**src/rtl/core/iidl_pkg.sv**
```systemverilog
package iidl_pkg;

  localparam int CAPACITY_DEF  = 64;
  localparam int WORD_BITS_DEF = 32;

  localparam int OP_BITS    = 3;
  localparam int POS_BITS   = 7;
  localparam int VALUE_BITS = 32;
  localparam int COUNT_BITS = 7;

  localparam logic [OP_BITS-1:0] OP_INSERT = 3'd0;
  localparam logic [OP_BITS-1:0] OP_DELETE = 3'd1;
  localparam logic [OP_BITS-1:0] OP_GET    = 3'd2;
  localparam logic [OP_BITS-1:0] OP_SET    = 3'd3;
  localparam logic [OP_BITS-1:0] OP_CLEAR  = 3'd4;

  typedef struct packed {
    logic latch;
    logic load_err;
    logic set_wr;
    logic clr_cnt;
    logic idx_from_cnt;
    logic idx_from_pos;
    logic rd_pos;
    logic rd_prev;
    logic rd_next;
    logic wr_up;
    logic wr_dn;
    logic ins_put;
    logic res_cap;
    logic cnt_dec;
    logic load_out;
  } cmd_t;

  typedef struct packed {
    logic err;
    logic is_ins;
    logic is_del;
    logic is_get;
    logic is_set;
    logic is_clr;
    logic ins_at_pos;
    logic del_last;
  } sts_t;

endpackage

```
**src/rtl/core/iidl_datapath.sv**
```systemverilog
module iidl_datapath #(
  parameter int CAPACITY  = iidl_pkg::CAPACITY_DEF,
  parameter int WORD_BITS = iidl_pkg::WORD_BITS_DEF
) (
  input  logic                            clk,
  input  logic                            rst_n,
  input  iidl_pkg::cmd_t                  cmd,
  output iidl_pkg::sts_t                  sts,
  input  logic [iidl_pkg::OP_BITS-1:0]    in_op,
  input  logic [iidl_pkg::POS_BITS-1:0]   in_position,
  input  logic [iidl_pkg::VALUE_BITS-1:0] in_value_in,
  output logic [iidl_pkg::VALUE_BITS-1:0] out_value_out,
  output logic [iidl_pkg::COUNT_BITS-1:0] out_entry_count,
  output logic                            out_range_error
);

  localparam int AW   = $clog2(CAPACITY);
  localparam int CW   = $clog2(CAPACITY + 1);
  localparam int CMPW = (CW > iidl_pkg::POS_BITS) ? CW : iidl_pkg::POS_BITS;

  logic [WORD_BITS-1:0] mem [CAPACITY];
  logic [WORD_BITS-1:0] rdata_r;

  logic [iidl_pkg::OP_BITS-1:0] op_r;
  logic [CMPW-1:0]              pos_r;
  logic [WORD_BITS-1:0]         val_r;
  logic [CW-1:0]                count_r;
  logic [CW-1:0]                idx_r;
  logic [WORD_BITS-1:0]         res_r;
  logic                         err_r;

  logic [WORD_BITS-1:0]         out_value_r;
  logic [CW-1:0]                out_count_r;
  logic                         out_err_r;

  logic [AW-1:0]        pos_a;
  logic [AW-1:0]        idx_a;
  logic                 mem_we;
  logic                 mem_re;
  logic [AW-1:0]        waddr;
  logic [AW-1:0]        raddr;
  logic [WORD_BITS-1:0] wdata;
  logic [CMPW-1:0]      cnt_ext;

  assign pos_a   = pos_r[AW-1:0];
  assign idx_a   = idx_r[AW-1:0];
  assign cnt_ext = CMPW'(count_r);

  always_comb begin
    sts            = '0;
    sts.is_ins     = (op_r == iidl_pkg::OP_INSERT);
    sts.is_del     = (op_r == iidl_pkg::OP_DELETE);
    sts.is_get     = (op_r == iidl_pkg::OP_GET);
    sts.is_set     = (op_r == iidl_pkg::OP_SET);
    sts.is_clr     = (op_r == iidl_pkg::OP_CLEAR);
    sts.ins_at_pos = (CMPW'(idx_r) == pos_r);
    sts.del_last   = ((idx_r + 1'b1) == count_r);
    unique case (op_r)
      iidl_pkg::OP_INSERT: begin
        sts.err = (pos_r > cnt_ext) || (count_r == CW'(CAPACITY));
      end
      iidl_pkg::OP_DELETE,
      iidl_pkg::OP_GET,
      iidl_pkg::OP_SET: begin
        sts.err = (pos_r >= cnt_ext);
      end
      default: begin
        sts.err = 1'b0;
      end
    endcase
  end

  assign mem_we = cmd.set_wr | cmd.ins_put | cmd.wr_up | cmd.wr_dn;
  assign mem_re = cmd.rd_pos | cmd.rd_prev | cmd.rd_next;
  assign waddr  = (cmd.set_wr | cmd.ins_put) ? pos_a : idx_a;
  assign wdata  = (cmd.set_wr | cmd.ins_put) ? val_r : rdata_r;

  always_comb begin
    priority if (cmd.rd_pos) begin
      raddr = pos_a;
    end else if (cmd.rd_prev) begin
      raddr = idx_a - AW'(1);
    end else begin
      raddr = idx_a + AW'(1);
    end
  end

  always_ff @(posedge clk) begin
    if (mem_we) begin
      mem[waddr] <= wdata;
    end
    if (mem_re) begin
      rdata_r <= mem[raddr];
    end
  end

  always_ff @(posedge clk) begin
    if (!rst_n) begin
      count_r <= '0;
    end else if (cmd.clr_cnt) begin
      count_r <= '0;
    end else if (cmd.ins_put) begin
      count_r <= count_r + 1'b1;
    end else if (cmd.cnt_dec) begin
      count_r <= count_r - 1'b1;
    end
  end

  always_ff @(posedge clk) begin
    if (cmd.latch) begin
      op_r  <= in_op;
      pos_r <= CMPW'(in_position);
      val_r <= WORD_BITS'(in_value_in);
    end
    if (cmd.idx_from_cnt) begin
      idx_r <= count_r;
    end else if (cmd.idx_from_pos) begin
      idx_r <= CW'(pos_r);
    end else if (cmd.wr_up) begin
      idx_r <= idx_r - 1'b1;
    end else if (cmd.wr_dn) begin
      idx_r <= idx_r + 1'b1;
    end
    if (cmd.load_err) begin
      err_r <= sts.err;
      res_r <= '0;
    end else if (cmd.res_cap) begin
      res_r <= rdata_r;
    end
    if (cmd.load_out) begin
      out_value_r <= res_r;
      out_count_r <= count_r;
      out_err_r   <= err_r;
    end
  end

  assign out_value_out   = iidl_pkg::VALUE_BITS'(out_value_r);
  assign out_entry_count = iidl_pkg::COUNT_BITS'(out_count_r);
  assign out_range_error = out_err_r;

  a_count_bound: assert property (@(posedge clk) disable iff (!rst_n)
    count_r <= CW'(CAPACITY))
    else $error("entry count above capacity");

  a_count_step: assert property (@(posedge clk) disable iff (!rst_n)
    (count_r != $past(count_r)) |->
      (count_r == '0) || (count_r == $past(count_r) + 1'b1) ||
      (count_r == $past(count_r) - 1'b1))
    else $error("entry count jumped");

endmodule

```
**src/rtl/core/iidl_ctrl.sv**
```systemverilog
module iidl_ctrl (
  input  logic           clk,
  input  logic           rst_n,
  input  logic           in_valid,
  output logic           in_stall,
  output logic           out_valid,
  input  logic           out_stall,
  output iidl_pkg::cmd_t cmd,
  input  iidl_pkg::sts_t sts
);

  typedef enum logic [3:0] {
    S_IDLE,
    S_DECODE,
    S_INS_CHK,
    S_INS_WR,
    S_GET_CAP,
    S_DEL_CAP,
    S_DEL_CHK,
    S_DEL_WR,
    S_DONE
  } state_t;

  state_t state_r;
  state_t state_nxt;
  logic   out_valid_r;
  logic   out_valid_nxt;
  logic   out_free;

  assign in_stall  = (state_r != S_IDLE);
  assign out_valid = out_valid_r;
  assign out_free  = !out_valid_r || !out_stall;

  always_comb begin
    cmd           = '0;
    state_nxt     = state_r;
    out_valid_nxt = out_valid_r && out_stall;
    unique case (state_r)
      S_IDLE: begin
        cmd.latch = in_valid;
        if (in_valid) begin
          state_nxt = S_DECODE;
        end
      end
      S_DECODE: begin
        cmd.load_err = 1'b1;
        priority if (sts.err) begin
          state_nxt = S_DONE;
        end else if (sts.is_ins) begin
          cmd.idx_from_cnt = 1'b1;
          state_nxt        = S_INS_CHK;
        end else if (sts.is_del) begin
          cmd.rd_pos       = 1'b1;
          cmd.idx_from_pos = 1'b1;
          state_nxt        = S_DEL_CAP;
        end else if (sts.is_get) begin
          cmd.rd_pos = 1'b1;
          state_nxt  = S_GET_CAP;
        end else begin
          cmd.set_wr  = sts.is_set;
          cmd.clr_cnt = sts.is_clr;
          state_nxt   = S_DONE;
        end
      end
      S_INS_CHK: begin
        if (sts.ins_at_pos) begin
          cmd.ins_put = 1'b1;
          state_nxt   = S_DONE;
        end else begin
          cmd.rd_prev = 1'b1;
          state_nxt   = S_INS_WR;
        end
      end
      S_INS_WR: begin
        cmd.wr_up = 1'b1;
        state_nxt = S_INS_CHK;
      end
      S_GET_CAP: begin
        cmd.res_cap = 1'b1;
        state_nxt   = S_DONE;
      end
      S_DEL_CAP: begin
        cmd.res_cap = 1'b1;
        state_nxt   = S_DEL_CHK;
      end
      S_DEL_CHK: begin
        if (sts.del_last) begin
          cmd.cnt_dec = 1'b1;
          state_nxt   = S_DONE;
        end else begin
          cmd.rd_next = 1'b1;
          state_nxt   = S_DEL_WR;
        end
      end
      S_DEL_WR: begin
        cmd.wr_dn = 1'b1;
        state_nxt = S_DEL_CHK;
      end
      S_DONE: begin
        if (out_free) begin
          cmd.load_out  = 1'b1;
          out_valid_nxt = 1'b1;
          state_nxt     = S_IDLE;
        end
      end
      default: begin
        state_nxt = S_IDLE;
      end
    endcase
  end

  always_ff @(posedge clk) begin
    if (!rst_n) begin
      state_r     <= S_IDLE;
      out_valid_r <= 1'b0;
    end else begin
      state_r     <= state_nxt;
      out_valid_r <= out_valid_nxt;
    end
  end

  a_result_from_done: assert property (@(posedge clk) disable iff (!rst_n)
    $rose(out_valid_r) |-> $past(state_r) == S_DONE)
    else $error("result raised outside done state");

  a_shift_order: assert property (@(posedge clk) disable iff (!rst_n)
    (state_r == S_INS_WR || state_r == S_DEL_WR) |->
      ($past(state_r) == S_INS_CHK || $past(state_r) == S_DEL_CHK))
    else $error("shift write without preceding read");

endmodule

```
**src/rtl/core/indexed_insert_delete_list.sv**
```systemverilog
// Items are decoded and range checked; error, set, clear or unknown op go to done.
// Get reads the entry at position; insert and delete shift entries one at a time
// through the entry memory, each by a read state and a write state.
// Result loads once the output is free, valid as the block returns to idle for the next item.
// Synchronous active-low reset empties the list; entry memory is not cleared.
module indexed_insert_delete_list #(
  parameter int CAPACITY  = iidl_pkg::CAPACITY_DEF,
  parameter int WORD_BITS = iidl_pkg::WORD_BITS_DEF
) (
  input  logic                            clk,
  input  logic                            rst_n,
  input  logic                            in_valid,
  output logic                            in_stall,
  input  logic [iidl_pkg::OP_BITS-1:0]    in_op,
  input  logic [iidl_pkg::POS_BITS-1:0]   in_position,
  input  logic [iidl_pkg::VALUE_BITS-1:0] in_value_in,
  output logic                            out_valid,
  input  logic                            out_stall,
  output logic [iidl_pkg::VALUE_BITS-1:0] out_value_out,
  output logic [iidl_pkg::COUNT_BITS-1:0] out_entry_count,
  output logic                            out_range_error
);

  iidl_pkg::cmd_t cmd;
  iidl_pkg::sts_t sts;

  iidl_ctrl u_ctrl (
    .clk       (clk),
    .rst_n     (rst_n),
    .in_valid  (in_valid),
    .in_stall  (in_stall),
    .out_valid (out_valid),
    .out_stall (out_stall),
    .cmd       (cmd),
    .sts       (sts)
  );

  iidl_datapath #(
    .CAPACITY  (CAPACITY),
    .WORD_BITS (WORD_BITS)
  ) u_datapath (
    .clk             (clk),
    .rst_n           (rst_n),
    .cmd             (cmd),
    .sts             (sts),
    .in_op           (in_op),
    .in_position     (in_position),
    .in_value_in     (in_value_in),
    .out_value_out   (out_value_out),
    .out_entry_count (out_entry_count),
    .out_range_error (out_range_error)
  );

endmodule
```
**config.mk**
```make
export PLATFORM = sky130hd
export DESIGN_NAME = indexed_insert_delete_list
export DESIGN_NICKNAME = d
export VERILOG_FILES = /design/src/rtl/core/iidl_pkg.sv /design/src/rtl/core/iidl_datapath.sv /design/src/rtl/core/iidl_ctrl.sv /design/src/rtl/core/indexed_insert_delete_list.sv
export SDC_FILE = /design/constraint.sdc
export NUM_CORES = 2
export LEC_CHECK = 0
export BUFFER_PORTS_ARGS = -buffer_cell sky130_fd_sc_hd__buf_2
export CORE_AREA = 4 4 798 404
export CTS_CLUSTER_SIZE = 12
export DETAILED_ROUTE_END_ITERATION = 8
export DIE_AREA = 0 0 802 408
export SLEW_MARGIN = 30
export SYNTH_ARGS = -nofsm -noshare
export SYNTH_HDL_FRONTEND = slang
export SYNTH_SLANG_ARGS = --single-unit
```
**constraint.sdc**
```tcl
create_clock -name clk -period 6.3 [get_ports clk]
set_clock_uncertainty 0.1 [all_clocks]
set_input_delay 1.575 -clock clk [delete_from_list [all_inputs] [get_ports clk]]
set_output_delay 1.575 -clock clk [all_outputs]
set_load 0.01 [all_outputs]
```
Word level (Yosys, flattened, before mapping)
Memories as Yosys holds them, arrays and structs flattened. A register that Yosys moved wholly into a read port is not among the register bits.
Cells that the tools add are included.
Widths: inputs -> output; s select.
{"block": "classes", "add_sub_neg": 6, "magnitude_cmp": 2, "n_eq_ne": 17, "n_mux": 48, "bitwise_logic": 6, "reduce_logical": 15}
{"op": "$mux 7", "count": 6}
{"op": "$mux 32", "count": 1}
{"op": "$mux 4", "count": 8}
{"op": "$pmux 4 s8", "count": 1}
{"op": "$mux 6", "count": 4}
{"op": "$mux 1", "count": 22}
{"op": "$eq 4x3->1 const B", "count": 4}
{"op": "$add 7x1->7 const B", "count": 2}
{"op": "$eq 7x7->1", "count": 2}
{"op": "$sub 7x1->7 const B", "count": 2}
{"op": "$eq 4x2->1 const B", "count": 2}
{"op": "$mux 2", "count": 4}
{"op": "$reduce_bool 4->1", "count": 2}
{"op": "$eq 7x7->1 const B", "count": 1}
{"op": "$ge 7x7->1", "count": 1}
{"op": "$gt 7x7->1", "count": 1}
{"op": "$add 6x1->6 const B", "count": 1}
{"op": "$eq 3x2->1 const B", "count": 2}
{"op": "$reduce_or 2->1", "count": 3}
{"op": "$sub 6x1->6 const B", "count": 1}
{"op": "$mux 5", "count": 1}
{"op": "$or 1x1->1", "count": 5}
{"op": "$eq 4x1->1 const B", "count": 1}
{"op": "$eq 4x4->1 const B", "count": 1}
{"op": "other kinds (14)", "count": 16}
{"block": "word_totals", "ff_bits": 134, "ramBits": 2048, "inputBits": 46, "out_inout_bits": 42, "wordCells": 107, "memories": 1}
{"memory": "u_datapath.mem", "words": 64, "width": 32, "read_ports": 1, "rd_clocked_by_memory_dff": 1, "wr": 1, "line_no": "iidl_datapath.sv:21", "rtl": "logic [WORD_BITS-1:0] mem [CAPACITY];"}

Depth between registers and ports, before layout
{"block": "depth", "word_depth": 11, "ltp_mapped": 19, "depth_no_buf": 14}

Cells and area by module
Synthesis repeated with hierarchy kept, for this count alone.
{"block": "hier_totals", "cells_unflattened": 6593, "hier_area_um2": 88542.4}
{"module": "iidl_datapath", "instances": 1, "cells_each": 6530, "area_each_um2": 88088.2, "seq_area_each_um2": 65943.2}
{"module": "iidl_ctrl", "instances": 1, "cells_each": 63, "area_each_um2": 454.2, "seq_area_each_um2": 100.1}

Worst setup path after synthesis
OpenSTA, ideal clock, no wires.
{"block": "synth_timing", "path_kind": "reg2reg", "startpoint": "register u_datapath.pos_r[0]", "endpoint": "memory u_datapath.mem[39][0] (netlist bit) (enable)", "setup_time_ps": 421, "arrival_time_ps": 5198, "required_ps": 5779, "slack_ps": 581, "stages_incl_launch_ff": 17, "path_buffers": 5, "synth_period_minus_slack_ps": 5719, "cell_sequence": "edfxtp_1 > clkbuf_1 > inv_1 > clkbuf_1 > clkbuf_1 > ha_1 > nand2b_1 > a211o_1 > a211o_1 > o311ai_2 > clkbuf_1 > nand3_1 > o21ai_1 > clkbuf_1 > nand2_1 > o22a_1 > nor2_1"}
{"block": "synth_via", "elab_chain_cells": 10, "word_cells_on_any_way": 15, "classes_between": "order compare: 2; eq/ne: 1; mux: 8; bitwise: 3; reduce/logical: 1"}
{"element": "start: declaration", "line_no": "iidl_datapath.sv:25", "rtl": "logic [CMPW-1:0] pos_r;"}
{"element": "start signal: assignment", "line_no": "iidl_datapath.sv:112", "rtl": "pos_r <= CMPW'(in_position);"}
{"element": "$gt 7x7->1", "line_no": "iidl_datapath.sv:60", "rtl": "sts.err = (pos_r > cnt_ext) || (count_r == CW'(CAPACITY));"}
{"element": "$logic_or 1x1->1", "line_no": "iidl_datapath.sv:60"}
{"element": "$pmux 1 s2", "line_no": "iidl_datapath.sv:58", "rtl": "unique case (op_r)"}
{"element": "$mux 5", "line_no": "iidl_ctrl.sv:47", "rtl": "priority if (sts.err) begin"}
{"element": "$mux 6", "line_no": "iidl_ctrl.sv:38", "rtl": "unique case (state_r)"}
{"element": "$or 1x1->1", "line_no": "iidl_datapath.sv:73, iidl_datapath.sv:75"}
{"element": "$or 1x1->1 (2 in a row)", "line_no": "iidl_datapath.sv:73", "rtl": "assign mem_we = cmd.set_wr | cmd.ins_put | cmd.wr_up | cmd.wr_dn;"}
{"element": "$mux 1", "line_no": "iidl_datapath.sv:89", "rtl": "if (mem_we) begin"}
{"element": "$mux 1 (not written as such)", "line_no": "iidl_datapath.sv:90", "rtl": "mem[waddr] <= wdata;"}
{"element": "end: declaration", "line_no": "iidl_datapath.sv:21"}
Several ways; a longest one is shown, not always the timed one.

Final worst setup path
{"block": "layout_timing", "startpoint": "register u_ctrl.state_r[1]", "endpoint": "register u_datapath.rdata_r[8] (read register of u_datapath.mem) (data pin)"}
{"block": "layout_via", "elab_chain_cells": 4, "word_cells_on_any_way": 10, "classes_between": "eq/ne: 3; mux: 5; bitwise: 2"}
{"element": "start: declaration", "line_no": "iidl_ctrl.sv:24", "rtl": "state_t state_r;"}
{"element": "start signal: assignment", "line_no": "iidl_ctrl.sv:117", "rtl": "state_r <= state_nxt;"}
{"element": "$eq 4x2->1 or $eq 4x1->1 (tied branches)", "line_no": "iidl_ctrl.sv:38"}
{"element": "$mux 1 or $mux 6 (tied branches)", "line_no": "iidl_ctrl.sv:38"}
{"element": "$mux 6 or $or 1x1->1 (tied branches)", "line_no": "iidl_datapath.sv:81, iidl_datapath.sv:74"}
{"element": "$mux 6 or $or 1x1->1 (tied branches)", "line_no": "iidl_datapath.sv:79, iidl_datapath.sv:74"}
{"element": "end: declaration", "line_no": "iidl_datapath.sv:22", "rtl": "logic [WORD_BITS-1:0] rdata_r;"}
Several ways; a longest one is shown, not always the timed one.
A chain may end at the register's enable or synchronous reset.

==> reports/results.ini <==
[timing]
finalSetupViolCount = 0
finalCritPeriodShare_pct = 94.96
whs_ns = 0.3294
finalHoldViolCount = 0
fin_crit_ns = 5.982
fin_tns_setup_ns = 0
worst_pin_slew_ns = 1.320
rsz0062_at_grt = false
drv_slew = 0
fmax_mhz = 167.2
slew-limit-headroom_pct = 9.752

[floorplanning]
start_util_pct = 28.87
rows = 146
die_area_um2 = 327200
die_x_um = 802
ios = 88
chipHeight_um = 408
coreArea_um2 = 315100

[power]
power.density_nw_per_um2 = 287.0
ir_drop_v = 0.0002143
leakagePower_nw = 32.88

[global_routing]
grt_pass1_wl_um = 465300
grt_antenna_before_repair = 25
gr-total-overflow = 0
grt_max_degree = 152
track_usage_pct = 19.79
grt_pass1_vias = 57870

[finish]
final_cells = 10670
drive_gt1_share_pct = 16.92
area_growth_pct = 15.06
final_nets = 6474
fillCellCount = 30120

[placement]
place_hpwl_um = 207300
place_inst = 10410
io_buffers = 87
gp_congestion = 0.9683

[clocking]
clkTransAtPathRegs_ns = 0.06
cts_root_buf = clkbuf_16
cts_buffer_depth = 4
hold_buffers = 0
numCtsBuffers = 212
postCtsSetupBuffers = 0
ctsResizeCount = 0
htree_levels = 4
clk_latency_ns = 0.92
cts_tree = yes
cts.sinks = 2214

[logic_synthesis]
syn_inst = 6243
avgSynthCellArea_um2 = 14.57
ys_async_sr_fraction_pct = 0
synth-edff-count = 2170
synth_top_area_share_pct = 71.63
synth_seq_cells = 2214
synth_nets = 6309
synth_cell_types = 80
yosys.area.top_type = edfxtp_1
syn_area_um2 = 90970
post_synth_most_frequent_cells = edfxtp_1 (2170), a21oi_1 (605), o21ai_0 (486)
synth.area.top_cells = edfxtp_1 (72%), a21oi_1 (3.3%), mux2_2 (2.8%)
synth_seq_area_share_pct = 72.60
synth_flop_cell = edfxtp_1
yosysMostFrequentCell = edfxtp_1
ys_warn_count = 0

[critical_path]
endpoint_kind = register
criticalPathCategory = reg2reg
cp_data_required_time_ns = 6.87
crit_fanout = 22
start_kind = register
critPathLaunch = u_ctrl.state_r[1]
worstPathArrival_ns = 6.55
r2r_start = u_ctrl.state_r[1]

[detailed_routing]
wire_per_inst_um = 31.90
final_antenna_net_count = 0
viasPerCell = 5.904
dr.pass1.iters = 7
wl_um = 340500
drt_iter0_drc = 12490
drcViolationCount = 0
num_vias = 63020

[worst_hold_path]
worstHoldPathType = reg2reg
hp-start = u_datapath.err_r

[outcome]
status = complete, no violations

[job]
max_cap_violations = 0

[flip-flops by register name, summed over array words and instances, names as in the netlist, 3 cells and up]
signal / cells
u_ctrl.state_r: 4
u_datapath.cnt_ext: 7
u_datapath.idx_r: 7
u_datapath.mem: 2048
u_datapath.op_r: 3
u_datapath.out_entry_count: 7
u_datapath.out_value_out: 32
u_datapath.pos_r: 7
u_datapath.rdata_r: 32
u_datapath.res_r: 32
u_datapath.val_r: 32
[through the flow]
step                worst slack [ns]  power [mW]  area, um2  utilization [%]
global placement              0.6631       18.67      98840            31.37
floorplan                     0.5811       17.50      90970                -
detailed placement            0.6125       18.70      99010            31.42
CTS                           0.6207       29.91     104500            33.18
global route                  0.3261       30.74     104600            33.21
finish                        0.3175       30.03     104700            33.22
[area by class of cell]
class                   count  area (um2)  area share (%)
clock buffers             238        5424           5.182
diodes                     13       32.53         0.03108
repair buffers            472        3938           3.762
well taps                4218        5278           5.042
flip-flops and latches   2214       66040           63.10
clock inverters            11       107.6          0.1028
inverters                  21       78.83         0.07531
multi-input cells        3487       23770           22.71
[cells by family (layout without fill, tap and decap cells)]
family                     count (synthesis)  after routing  synth area share [%]
DFF                                     2214           2214                 72.60
AOI/OAI and AO/OA                       1855           1855                 13.17
and+or+nand+nor                         1100           1100                 5.625
buffers and inverters                    542            742                 2.348
muxes                                    478            478                 5.634
xor gates and xnor gates                  34             34                0.3274
adders and majority gates                 20             20                0.2916
other                                      0             13                     0
[worst max-delay path: stages (launching register included)]
cell and delay [ns]:
dfxtp_1 0.44, or3b_2 0.51, nor2_1 0.26, o21a_1 0.38, ha_1 0.30, a21o_1 0.18
a21oi_1 0.26, o21bai_1 0.10, a21oi_1 0.26, xnor2_1 0.23, a21o_1 0.28, nand2_1 0.41
buf_12 0.32, a2111oi_0 1.06, a21oi_1 0.18, buf_4 0.22, o22a_1 0.19
[worst paths after layout]
check,to,slack [ns],depth (start not counted)
setup / recovery,u_datapath.rdata_r[8],0.32,16
hold / removal,u_datapath.out_range_error,0.33,0
setup reg to reg,u_datapath.rdata_r[8],0.32,16
hold reg to reg,u_datapath.out_range_error,0.33,0
[power by group]
group / internal, mW / switching (mW) / leakage [nW]
logic: 0.600 / 1.77 / 10.3
clock network: 6.00 / 5.48 / 2.71
registers: 16.1 / 0.0412 / 19.9
[cell usage in the layout, fill, tap and decap left out, types with 19 or more instances in the layout]
cell,synthesis,layout
o221a_2,23,23
a2111oi_0,59,53
nand2b_1,32,32
and3_1,73,72
a211oi_1,120,119
a211o_1,72,72
a311oi_1,112,111
a21oi_1,605,600
inv_1,21,19
xnor2_1,20,20
edfxtp_1,2170,2170
nor2_4,0,68
o21ai_0,486,484
clkbuf_1,378,25
buf_4,1,330
nand2_1,388,384
a31oi_1,40,32
nand3_1,420,418
dfxtp_1,44,44
a32oi_1,32,29
mux2_2,229,226
a221oi_1,61,61
buf_12,0,37
clkbuf_16,0,213
mux2i_1,242,241
o22a_1,115,115
nor4_1,23,19
nor2_1,113,44
buf_2,72,87
o41ai_1,47,43
[per-layer routing]
layer,vias to the layer above,GRT usage [%],routed length (um)
met2,5330,23.73,122500
met3,577,12.89,69720
met5,-,0,170
li1,25000,-,-
met1,32110,28.59,139000
met4,12,4.708,9204
Power figures use the tool's default switching activity.
